File: config.mk
export PLATFORM = sky130hd
export DESIGN_NAME = base64_stream_encoder
export DESIGN_NICKNAME = d
export VERILOG_FILES = /design/src/rtl/b64e_pkg.sv /design/src/rtl/b64e_front.sv /design/src/rtl/b64e_queue.sv /design/src/rtl/b64e_back.sv /design/src/rtl/base64_stream_encoder.sv
export SDC_FILE = /design/constraint.sdc
export NUM_CORES = 1
export LEC_CHECK = 0
export ABC_CLOCK_PERIOD_IN_PS = 5200
export BUFFER_PORTS_ARGS = -buffer_cell sky130_fd_sc_hd__clkbuf_2
export CORE_ASPECT_RATIO = 1.25
export CORE_MARGIN = 5
export CORE_UTILIZATION = 55
export CTS_CLUSTER_DIAMETER = 60
export CTS_CLUSTER_SIZE = 40
export DETAILED_ROUTE_END_ITERATION = 6
export GPL_ROUTABILITY_DRIVEN = 0
export GPL_TIMING_DRIVEN = 0
export PLACE_DENSITY = 0.69
export SLEW_MARGIN = 20
export SYNTH_ARGS = -nofsm -noshare
export SYNTH_HDL_FRONTEND = slang
export SYNTH_SLANG_ARGS = --single-unit
export TNS_END_PERCENT = 10
File: constraint.sdc
create_clock -name clk -period 5.2 [get_ports clk]
set_input_delay 0.52 -clock clk [delete_from_list [all_inputs] [get_ports clk]]
set_output_delay 0.52 -clock clk [all_outputs]
set_load 0.01 [all_outputs]
File: src/rtl/b64e_pkg.sv
// b64e_pkg: shared types, constants and the sextet-to-character function
// for the base64 stream encoder. No dependencies.
package b64e_pkg;

    localparam int unsigned QueueDepth = 2;
    localparam int unsigned MaxChars   = 4;

    localparam logic [7:0] PAD_CHAR = 8'h3D;

    typedef logic [1:0] char_idx_t;

    // one classified request: up to four characters, index of the last one,
    // and whether the request closes the message
    typedef struct packed {
        logic [MaxChars-1:0][7:0] chars;
        char_idx_t                last_idx;
        logic                     fin;
    } cmd_t;

    function automatic logic [7:0] sextet_char(input logic [5:0] v);
        logic [7:0] ext;
        logic [7:0] res;
        ext = {2'b00, v};
        if (v < 6'd26)
        begin
            res = ext + 8'h41;
        end
        else if (v < 6'd52)
        begin
            res = ext + 8'd71;
        end
        else if (v < 6'd62)
        begin
            res = ext - 8'd4;
        end
        else if (v == 6'd62)
        begin
            res = 8'h2B;
        end
        else
        begin
            res = 8'h2F;
        end
        return res;
    endfunction

endpackage

File: src/rtl/b64e_front.sv
// b64e_front: takes raw bytes, tracks group phase and leftover bits, and
// turns each byte into a character request. Depends on b64e_pkg.
module b64e_front
(
    input  logic          clk,
    input  logic          rst_n,
    input  logic          accept,
    input  logic [7:0]    data_byte,
    input  logic          final_byte,
    output b64e_pkg::cmd_t cmd
);
    import b64e_pkg::*;

    logic [1:0] phase_reg;
    logic [1:0] phase_next;
    logic [3:0] left_reg;
    logic [3:0] left_next;

    always_comb
    begin
        cmd          = '0;
        cmd.fin      = final_byte;
        phase_next   = phase_reg;
        left_next    = left_reg;
        unique case (phase_reg)
            2'd1:
            begin
                cmd.chars[0] = sextet_char({left_reg[1:0], data_byte[7:4]});
                left_next    = data_byte[3:0];
                phase_next   = 2'd2;
                if (final_byte)
                begin
                    cmd.chars[1] = sextet_char({data_byte[3:0], 2'b00});
                    cmd.chars[2] = PAD_CHAR;
                    cmd.last_idx = 2'd2;
                end
            end
            2'd2:
            begin
                cmd.chars[0] = sextet_char({left_reg, data_byte[7:6]});
                cmd.chars[1] = sextet_char(data_byte[5:0]);
                cmd.last_idx = 2'd1;
                left_next    = 4'd0;
                phase_next   = 2'd0;
            end
            default:
            begin
                cmd.chars[0] = sextet_char(data_byte[7:2]);
                left_next    = {2'b00, data_byte[1:0]};
                phase_next   = 2'd1;
                if (final_byte)
                begin
                    cmd.chars[1] = sextet_char({data_byte[1:0], 4'b0000});
                    cmd.chars[2] = PAD_CHAR;
                    cmd.chars[3] = PAD_CHAR;
                    cmd.last_idx = 2'd3;
                end
            end
        endcase
        if (final_byte)
        begin
            phase_next = 2'd0;
            left_next  = 4'd0;
        end
    end

    always_ff @(posedge clk or negedge rst_n)
    begin
        if (!rst_n)
        begin
            phase_reg <= 2'd0;
            left_reg  <= 4'd0;
        end
        else if (accept)
        begin
            phase_reg <= phase_next;
            left_reg  <= left_next;
        end
    end

endmodule

File: src/rtl/b64e_queue.sv
// b64e_queue: short register queue of character requests between the
// front and back parts. Depends on b64e_pkg.
module b64e_queue
#(
    parameter int unsigned DEPTH = b64e_pkg::QueueDepth
)
(
    input  logic           clk,
    input  logic           rst_n,
    input  logic           push,
    input  b64e_pkg::cmd_t push_cmd,
    output logic           full,
    input  logic           pop,
    output b64e_pkg::cmd_t head_cmd,
    output logic           empty
);
    import b64e_pkg::*;

    localparam int unsigned PtrW = (DEPTH > 1) ? $clog2(DEPTH) : 1;
    localparam int unsigned CntW = $clog2(DEPTH + 1);
    localparam logic [PtrW-1:0] LastPtr = PtrW'(DEPTH - 1);
    localparam logic [CntW-1:0] FullCnt = CntW'(DEPTH);

    cmd_t            slot_reg [DEPTH];
    logic [PtrW-1:0] wr_ptr_reg;
    logic [PtrW-1:0] rd_ptr_reg;
    logic [CntW-1:0] count_reg;
    logic            do_push;
    logic            do_pop;

    assign full     = (count_reg == FullCnt);
    assign empty    = (count_reg == '0);
    assign do_push  = push && !full;
    assign do_pop   = pop && !empty;
    assign head_cmd = slot_reg[rd_ptr_reg];

    always_ff @(posedge clk)
    begin
        if (do_push)
        begin
            slot_reg[wr_ptr_reg] <= push_cmd;
        end
    end

    always_ff @(posedge clk or negedge rst_n)
    begin
        if (!rst_n)
        begin
            wr_ptr_reg <= '0;
            rd_ptr_reg <= '0;
            count_reg  <= '0;
        end
        else
        begin
            if (do_push)
            begin
                wr_ptr_reg <= (wr_ptr_reg == LastPtr) ? '0 : wr_ptr_reg + 1'b1;
            end
            if (do_pop)
            begin
                rd_ptr_reg <= (rd_ptr_reg == LastPtr) ? '0 : rd_ptr_reg + 1'b1;
            end
            if (do_push && !do_pop)
            begin
                count_reg <= count_reg + 1'b1;
            end
            else if (do_pop && !do_push)
            begin
                count_reg <= count_reg - 1'b1;
            end
        end
    end

endmodule

File: src/rtl/b64e_back.sv
// b64e_back: walks the characters of the oldest request one per cycle, while
// the receiver pops, into the result register. Depends on b64e_pkg.
module b64e_back
(
    input  logic           clk,
    input  logic           rst_n,
    input  b64e_pkg::cmd_t head_cmd,
    input  logic           head_empty,
    output logic           head_pop,
    input  logic           pop,
    output logic           empty,
    output logic [7:0]     out_char,
    output logic           run_last,
    output logic           message_end
);
    import b64e_pkg::*;

    char_idx_t  idx_reg;
    logic       valid_reg;
    logic [7:0] char_reg;
    logic       run_last_reg;
    logic       end_reg;
    logic       load;
    logic       at_last;

    assign load     = !head_empty && (!valid_reg || pop);
    assign at_last  = (idx_reg == head_cmd.last_idx);
    assign head_pop = load && at_last;

    assign empty       = !valid_reg;
    assign out_char    = char_reg;
    assign run_last    = run_last_reg;
    assign message_end = end_reg;

    always_ff @(posedge clk)
    begin
        if (load)
        begin
            char_reg     <= head_cmd.chars[idx_reg];
            run_last_reg <= at_last;
            end_reg      <= at_last && head_cmd.fin;
        end
    end

    always_ff @(posedge clk or negedge rst_n)
    begin
        if (!rst_n)
        begin
            idx_reg   <= '0;
            valid_reg <= 1'b0;
        end
        else
        begin
            if (load)
            begin
                valid_reg <= 1'b1;
                idx_reg   <= at_last ? '0 : idx_reg + 1'b1;
            end
            else if (pop)
            begin
                valid_reg <= 1'b0;
            end
        end
    end

endmodule

File: src/rtl/base64_stream_encoder.sv
// base64_stream_encoder: top level, front classifier, request queue and
// character back end. Depends on b64e_pkg, b64e_front, b64e_queue, b64e_back.
//
// Usage:
//   Input side is a queue: present data_byte and final_byte with push; the
//   byte is taken on a clock edge where push is high and full is low. Raise
//   final_byte on the last byte of a message; the block then adds any
//   partial character and '=' padding due and starts afresh for the next byte.
//   Result side is a queue: while empty is low, out_char, run_last and
//   message_end show the oldest character; pop takes it.
//   On an idle block a taken byte's request is written into the request
//   queue, then its first character is loaded into the result register.
//   While the receiver pops, the back end emits one character per cycle; a
//   byte yields one or two characters (three or four for a final byte that
//   closes a one- or two-byte group); a steady stream gives about 4
//   characters per 3 bytes. The request queue sets how far input runs ahead.
//   A stalled receiver holds the current character; the queue fills and full
//   rises. Reset empties queue and result register and clears group phase.
module base64_stream_encoder
#(
    parameter int unsigned QUEUE_DEPTH = b64e_pkg::QueueDepth
)
(
    input  logic       clk,
    input  logic       rst_n,
    input  logic       push,
    output logic       full,
    input  logic [7:0] data_byte,
    input  logic       final_byte,
    input  logic       pop,
    output logic       empty,
    output logic [7:0] out_char,
    output logic       run_last,
    output logic       message_end
);
    import b64e_pkg::*;

    cmd_t front_cmd;
    cmd_t head_cmd;
    logic accept;
    logic head_empty;
    logic head_pop;

    assign accept = push && !full;

    b64e_front u_front
    (
        .clk        (clk),
        .rst_n      (rst_n),
        .accept     (accept),
        .data_byte  (data_byte),
        .final_byte (final_byte),
        .cmd        (front_cmd)
    );

    b64e_queue #(.DEPTH(QUEUE_DEPTH)) u_queue
    (
        .clk      (clk),
        .rst_n    (rst_n),
        .push     (accept),
        .push_cmd (front_cmd),
        .full     (full),
        .pop      (head_pop),
        .head_cmd (head_cmd),
        .empty    (head_empty)
    );

    b64e_back u_back
    (
        .clk         (clk),
        .rst_n       (rst_n),
        .head_cmd    (head_cmd),
        .head_empty  (head_empty),
        .head_pop    (head_pop),
        .pop         (pop),
        .empty       (empty),
        .out_char    (out_char),
        .run_last    (run_last),
        .message_end (message_end)
    );

endmodule

# --- Word-level counts from Yosys, hierarchy flattened ---
# Memories as Yosys holds them, arrays and structs flattened.
# Cells that the tools add are included.
op_classes:
  addsub: 23
  n_lt_le_gt_ge: 19
  n_eq_ne: 8
  muxes: 44
  n_reduce_logical: 18
ops:
  columns: ["op", "count"]
  rows:
  - ["2-to-1 mux 8 bit", 19]
  - ["adder 6 x 7 -> 8 bit (second input constant)", 12]
  - ["less-than comparator 6 bit (second input constant)", 12]
  - ["subtractor 6 x 3 -> 7 bit (second input constant)", 6]
  - ["less-than comparator 6 x 5 -> 1 bit (second input constant)", 6]
  - ["one-hot mux 18 bit (2 select lines)", 1]
  - ["equality test 6 bit (second input constant)", 4]
  - ["2-to-1 mux 22 bit", 1]
  - ["binary-select mux 8 bit (select 2 bit)", 1]
  - ["one-hot mux 8 bit (2 select lines)", 1]
  - ["2-to-1 mux 14 bit", 1]
  - ["2-to-1 mux 2 bit", 6]
  - ["2-to-1 mux 3 bit", 4]
  - ["logical AND 1 bit", 8]
  - ["one-hot mux 4 bit (2 select lines)", 1]
  - ["2-to-1 mux 1 bit", 6]
  - ["2-to-1 mux 6 bit", 1]
  - ["logical NOT 1 bit", 5]
  - ["adder 2 x 1 -> 2 bit (second input constant)", 2]
  - ["equality test 2 bit (second input constant)", 2]
  - ["2-to-1 mux 4 bit", 1]
  - ["one-hot mux 2 bit (2 select lines)", 1]
  - ["nonzero test 2 bit", 2]
  - ["less-than comparator 2 x 3 -> 1 bit (second input constant)", 1]
  - ["7 further kinds", 8]
totals:
  ff_bits: 23
  ram_bits: 66
  in_bits: 13
  word_cells: 123
  n_memories: 1
mem_list:
  columns: ["memory", "depth", "word_bits", "read_ports", "rd_clocked_by_memory_dff", "write_ports", "line", "text"]
  rows:
  - ["u_queue.slot_reg", 2, 33, 1, 0, 1, "b64e_queue.sv:24", "cmd_t slot_reg [DEPTH];"]

# --- Logic depth before layout (Yosys ltp) ---
# Gate-level depths: netlist (run 1).
logic_depth:
  depth_word: 8
  ltp_mapped: 11

# --- Cells and area by module ---
# Synthesis (run 1) repeated with hierarchy kept, for this count alone.
hier_totals:
  hier_cells: 509
  area_unflattened_um2: 5931.9
by_module_without_submodules:
  columns: ["mod", "instances", "cells_per_inst", "area_per_inst_um2", "seq_area_each_um2"]
  rows:
  - ["b64e_queue", 1, 128, 2872.8, 2202.1]
  - ["b64e_front", 1, 338, 2354.8, 150.1]
  - ["b64e_back", 1, 42, 690.7, 375.4]
  - ["base64_stream_encoder", 1, 1, 13.8, 0.0]

# --- Worst setup path before layout (run 1) ---
# OpenSTA, ideal clock, no wires.
synth_path:
  path_kind: "input-to-reg"
  start: "in data_byte[6]"
  end: "mem u_queue.slot_reg[0][3] (netlist bit), data pin"
  setup_time_ps: 277
  arrival_time_ps: 2145
  setup_slack_ps: 2778
  path_stages: 10
  n_path_buf: 2
  path_cell_list: "buf_2 > buf_2 > inv_1 > ha_1 > nand2b_1 > a21oi_1 > and2_1 > o21ai_1 > a221oi_1 > a21oi_1"
synth_lines:
  columns: ["element", "line", "text"]
  rows:
  - ["from (decl)", "base64_stream_encoder.sv:28", "input logic [7:0] data_byte,"]
  - ["to (decl)", "b64e_queue.sv:24", null]

==> metrics.txt, run 1 <==
die area 9950 um2; Total Nets Final 532; reg2reg end u_queue.slot_reg[0][3]; drt drc 0; worst r2r src u_front.left_reg[1]; CTS H-tree lvls 3; Yosys cell types 61; clk slew on worst S/H paths roughly 0.060 ns; ant diodes 0; port bufs 24; Pwr Total about 2400 uW; vias post-DR approximately 3,700; largest net degree at the start of global routing 21; leak pwr 0.00192 uW; most frequent cell after synthesis edfxtp_1; synthesized area around 4400 um2; Crit-path slowest cell clkbuf_1; hold_buf cts 0; R2R cell count 8; post-route cell area 4840 um2; Max VDD drop between 0.3 and 0.4 mV; setup ws final 2.45 ns; Clock Skews around 0.0062 ns; post-layout minimum cycle time 2.75 ns; clk root buf clkbuf_8; Die W between 90 and 100 um; post-synth top area share 33.9%; io pins 25; Setup WS pre-CTS between 2 and 2.5 ns; CTS resizes 0; initial antenna violation count 0; maximum clock frequency 363 MHz; Commonest cells post-synth edfxtp_1, nand2_1, o21ai_0; register area share after synthesis 41.3%; Max Root-Sink Buffers 2; Area Growth Syn to Fin 9.27%; Setup TNS Final 0 ns; #FFs+latches synth 63; first-pass GRT wire length 18,400 um; ranking of synthesized cells by area edfxtp_1, dfrtp_1, ha_1; Initial Util 56.5%; pwr dens between 400 and 500 nW/um2; Top Family by Delay on Critical Path compound AO/OA/AOI/OAI gates; mean routed wirelength per cell 18.8 um; Worst Path Arrival 2.79 ns; status completed; row cnt 36; dpl cell area about 4700 um2; final hold violations 0; Slew @ Worst Pin 0.897 ns; Ys Warns 0; max-cap violation count 0; TritonCTS clock tree done; syn_nets 496; GRT Overall Usage 23.2%; Post-Syn Instances 457; Async S/R FF share, synth about a fifth; share of cells above drive strength 1 around 16%; CP peak stage delay 0.42 ns; GRT Residual Overflow 0; crit path launch type input pin; total clock sinks between 60 and 70; Starting DRT DRC Count 337; RSZ-0062 raised after global routing false; CP Cell Sequence clkbuf_2, clkbuf_1, inv_1, ha_1, a21o_1, a21oi_2, nor3_1, o31ai_1, o221ai_1; EDFF count, synth 50; data required time at the worst endpoint roughly 5.2 ns; Final Max Tran Viols 0; routed vias/inst 6.31; Num CTS Buffers 9; area leader, netlist edfxtp_1; top_reg_cell synth edfxtp_1; register-to-register setup slack around 2.6 ns; Post-Route WL 11,100 um; clock latency on the worst-skew pair 0.33 ns; fillers between 600 and 700; max reg flops 40; core area 7840 um2; Tcrit/Tclk final between 50 and 60%; vias in the first global route 3,640; Setup Fix Bufs, Post-CTS 0; hpwl dp 8380 um; HP Class input pin to asynchronous set/reset pin; syn avg cell area 9.68 um2; Slew headroom 40.2%; DRT Pass-1 Iters 5; Setup crit end kind flip-flop; largest driver fanout on the critical path 10; worst path buffer plus inverter count 3; die height between 100 and 150 um; setup violators final 0; worst setup path category input pin to flip-flop; Detail Route Antenna Nets 0
==> how the worst max path moves through the flow <==
stage / slack (ns) / cells after the start / start / to
finish: 2.45 / 9 / data_byte[2] / u_queue.slot_reg[0][15]
detailed placement: 2.17 / 11 / data_byte[6] / u_queue.slot_reg[0][3]
CTS: 2.51 / 10 / data_byte[2] / u_queue.slot_reg[1][14]
global placement: 2.17 / 10 / data_byte[2] / u_queue.slot_reg[0][14]
global route: 2.27 / 10 / data_byte[2] / u_queue.slot_reg[1][14]
floorplan: 2.78 / 10 / data_byte[6] / u_queue.slot_reg[0][3]
==> where the power goes <==
part	internal, uW	switching [uW]
combinational	429	683
sequential	824	77.6
clock	183	162
total	1440	922
==> cell families (layout without fill, tap and decap cells) <==
family | after synthesis | count (layout) | synth area share, %
buffers and inverters | 52 | 92 | 5.37
flip-flops | 63 | 63 | 41.3
XOR/XNOR | 16 | 16 | 3.17
AND/OR/NAND/NOR | 141 | 141 | 15.6
multiplexers | 18 | 18 | 6.36
adder cells (fa/ha/maj) | 26 | 26 | 7.35
AO/OA/AOI/OAI | 141 | 141 | 20.9
==> cell type report <==
cell class              instances  area, um2  area share [%]
inverters                      24       90.1            1.86
plain buffers                  28        148            3.05
repair buffers                 25        131            2.72
multi-input cells             342       2360            48.9
well taps                      95        119            2.46
flip-flops and latches         63       1830            37.8
clock buffers                  14        153            3.16
clock inverters                 1       5.00           0.103
==> per-layer routing <==
| metal | track usage, % | up-vias | share of wire [%] |
|---|---|---|---|
| met5 | 0 | - | 0 |
| met4 | 11.1 | 0 | 3.7 |
| met3 | 3.80 | 34 | 5.0 |
| met2 | 40.7 | 151 | 51 |
| met1 | 27.9 | 1780 | 41 |
| li1 | - | 1770 | - |
==> through the flow <==
stage | std cells | utilization, % | hold WS, ns
final | 592 | 61.7 | 0.0869
after detailed placement | 577 | 59.7 | 0.444
after global placement | 576 | 59.5 | 0.437
after floorplan | 457 | - | 0.224
after global routing | 592 | 61.7 | 0.104
after CTS | 592 | 61.7 | 0.0839
==> placed cells by master (no fill, tap or decap), types with 4 or more instances in the layout <==
cell type	count
inv_1	21
buf_4	5
a21o_1	8
edfxtp_1	50
a21oi_1	25
ha_1	26
buf_2	13
mux4_2	8
o21ai_1	10
nand2b_1	8
a31oi_1	5
nor3_1	16
o31ai_1	4
nor2_1	23
clkbuf_8	10
dfrtp_1	13
mux2i_1	9
clkbuf_1	12
o22ai_1	6
clkbuf_2	24
and3_1	4
a21oi_2	6
nor2b_1	9
o21ai_0	37
nand3b_1	5
nand3_1	20
nand2_1	42
xnor2_1	13
o211ai_1	10
No activity file was read; power rests on OpenSTA's default activity.
==> run 2, diff against run 1 <==
ABC_AREA = 1   (was not set)
ABC_CLOCK_PERIOD_IN_PS = 2300   (was 5200)
PLACE_DENSITY = 0.72   (was 0.69)
clock period = 2.3 ns   (was 5.2 ns; I/O delays follow)
==> metrics.txt, run 2 <==
first-pass GRT wire length 18,900 um (+2.7%); Compound-Gate Fraction of Synth Area 12.0% (-8.9 points); Tcrit/Tclk final between 90% and 100%; Hold EP u_back.valid_reg; ranking of synthesized cells by area edfxtp_1, nand2_1, dfrtp_1; Total Nets Final 671 (+26%); die area 10,200 um2 (+2.2%); largest net degree at the start of global routing 14 (-33%); status completed; total clock sinks 63 (unchanged); Die W 91.2 um (+1.1%); syn avg cell area 7.64 um2 (-21%); die height 112 um (+1.1%); GRT Residual Overflow 0 (unchanged); GRT Overall Usage 22.7% (-0.47 points); Final Hold Slack 0.0981 ns (+0.0113 ns); max-cap violation count 0 (unchanged); drt drc 0 (unchanged); Setup Fix Bufs, Post-CTS 0 (unchanged); Clock Skews 0.00499 ns (-0.00118 ns); ant diodes 0 (unchanged); largest driver fanout on the critical path 8 (-2); setup violators final 0 (unchanged); Num CTS Buffers 9 (unchanged); CP peak stage delay 0.41 ns (about the same); port bufs 24 (unchanged); leak pwr 0.00231 uW (+20%); area share of fa/ha/maj cells after synthesis 7.17% (-0.18 points); final hold violations 0 (unchanged); post-synth top area share 33.1% (-0.82 points); Detail Route Antenna Nets 0 (unchanged); pwr dens 1080 nW/um2 (+120%); data required time at the worst endpoint 2.38 ns (-2.86 ns); register-to-register setup slack 0.16 ns (-2.48 ns); Slew @ Worst Pin 0.635 ns (-0.262 ns); post-layout minimum cycle time 2.14 ns; Post-Synth Simple-Gate Area 30.0% (+14 points); max reg flops 40 (unchanged); vias in the first global route 4,019 (+10%); area leader, netlist edfxtp_1; top_reg_cell synth edfxtp_1; Post-Syn Instances 594 (+30%); beginning of the worst hold path pop; Synth Area in XOR/XNOR 3.09% (-0.077 points); Crit path top cell by count nand2_1; vias post-DR 4,107 (+10%); hpwl dp 8680 um (+3.6%); Starting DRT DRC Count 211 (-37%); clk slew on worst S/H paths 0.06 ns (about the same); initial antenna violation count 0 (unchanged); largest family of logic cells by synthesized area simple AND/OR/NAND/NOR gates; Post-Route WL 11,000 um (-0.89%); RSZ-0062 raised after global routing false; R2R cell count 11 (+3); most frequent cell after synthesis nand2_1; row cnt 37 (+2.8%); Commonest cells post-synth nand2_1, nand3_1, edfxtp_1; TritonCTS clock tree done; #FFs+latches synth 63 (unchanged); most frequent cells in the layout nand2_1, nand3_1, edfxtp_1; clock latency on the worst-skew pair 0.33 ns (about the same); Max VDD drop 0.855 mV (+130%); CTS H-tree lvls 3 (unchanged); share of cells above drive strength 1 14.1% (-2.2 points); worst r2r src u_front.left_reg[0]; worst setup path category flip-flop to flip-flop; Yosys cell types 35 (-43%); maximum clock frequency 467 MHz; mux contribution to synthesized area 0% (-6.4 points); mean routed wirelength per cell 15.1 um (-20%); Area Growth Syn to Fin 10.4%; routed vias/inst 5.60 (-11%); Ys Warns 0 (unchanged); crit path launch type flip-flop; Worst Path Arrival 2.22 ns (-0.57 ns); CP Cell Sequence buf_2, inv_1, ha_1, nor2_4, nand2_1, o21ai_1, nand2_1, nand2_1, nand2_1, nand2_1, nand2_1; Initial Util 55.7% (-0.80 points); io pins 25 (unchanged); Final Max Tran Viols 0 (unchanged); Slew headroom 57.6% (+17 points); Async S/R FF share, synth 20.6% (unchanged); DRT Pass-1 Iters 5 (unchanged); register area share after synthesis 40.3% (-1.0 points); Setup crit end kind flip-flop; reg2reg end u_queue.slot_reg[0][5]; Crit-path slowest cell dfrtp_1; most common library cell in the layout ignoring fill and taps nand2_1; synthesized area 4540 um2 (+2.5%); HP Class input pin to flip-flop; core area 8150 um2 (+4.0%); syn_nets 633 (+28%); Setup TNS Final 0 ns (unchanged); Max Root-Sink Buffers 2 (unchanged); Hold Path Depth 2; EDFF count, synth 50 (unchanged); clk root buf clkbuf_8
==> run 2: stage by stage <==
stage	total power (uW)	util (%)	instances	area, um2	worst slack (ns)
final	5390	61.4	734	5010	0.161
after global routing	5830	61.4	734	5010	0.0353
after CTS	5420	61.4	734	5010	0.189
after detailed placement	4520	59.0	717	4800	-0.347
after global placement	4420	58.6	715	4780	-0.316
after floorplan	3790	-	594	4540	0.0226
==> run 2: power breakdown <==
part           leakage [uW]  total (uW)  switching [uW]  internal (uW)
Clock             0.0000945         874             382            491
Sequential         0.000639        2010             163           1850
Combinational       0.00158        2510            1680            823
Total               0.00231        5390            2230           3160
==> run 2: cell families (layout without fill, tap and decap cells) <==
kind of cell	Yosys count	in the layout
and+or+nand+nor	316	316
AOI/OAI and AO/OA	92	92
buffers and inverters	81	124
DFF	63	63
adders and majority gates	26	26
xor gates and xnor gates	16	16
==> run 2: how the worst max path moves through the flow <==
stage	from	end	slack (ns)	depth (start not counted)
floorplan	u_back.valid_reg	u_queue.count_reg[1]	0.02	10
global placement	u_queue.count_reg[1]	u_queue.slot_reg[1][16]	-0.32	5
detailed placement	u_back.valid_reg	u_queue.count_reg[1]	-0.35	10
CTS	u_back.idx_reg[0]	u_queue.count_reg[1]	0.19	9
global route	u_back.valid_reg	u_queue.count_reg[1]	0.04	10
finish	u_front.left_reg[0]	u_queue.slot_reg[0][5]	0.16	11
==> run 2: cell type report <==
class	instances	area (um2)
clock inverters	5	48.8
plain buffers	18	100
well taps	97	121
clock buffers	11	131
repair buffers	27	153
multi-input cells	450	2390
flip-flops and latches	63	1830
inverters	63	239
fillers	753	3140
==> run 2: critical path: cells and delay by family, from the launching register on <==
| kind | cells | cell delay, ns |
|---|---|---|
| AO/OA/AOI/OAI | 1 | 0.14 |
| adder cells (fa/ha/maj) | 1 | 0.27 |
| buffers and inverters | 2 | 0.38 |
| flip-flops | 1 | 0.41 |
| AND/OR/NAND/NOR | 7 | 0.66 |
==> run 2: repair_timing <==
| action | CTS | global route |
|---|---|---|
| endpoints found under the hold margin | 13 | 0 |
| setup endpoints to repair | 2 | 0 |
| resized for setup | 2 | 0 |
| hold buffers | 1 | 0 |
==> run 2: per-layer routing <==
layer,routed length [um],GRT usage [%]
met1,4410,27.0
met2,5770,40.2
met3,553,2.77
met4,317,10.9
met5,0,0
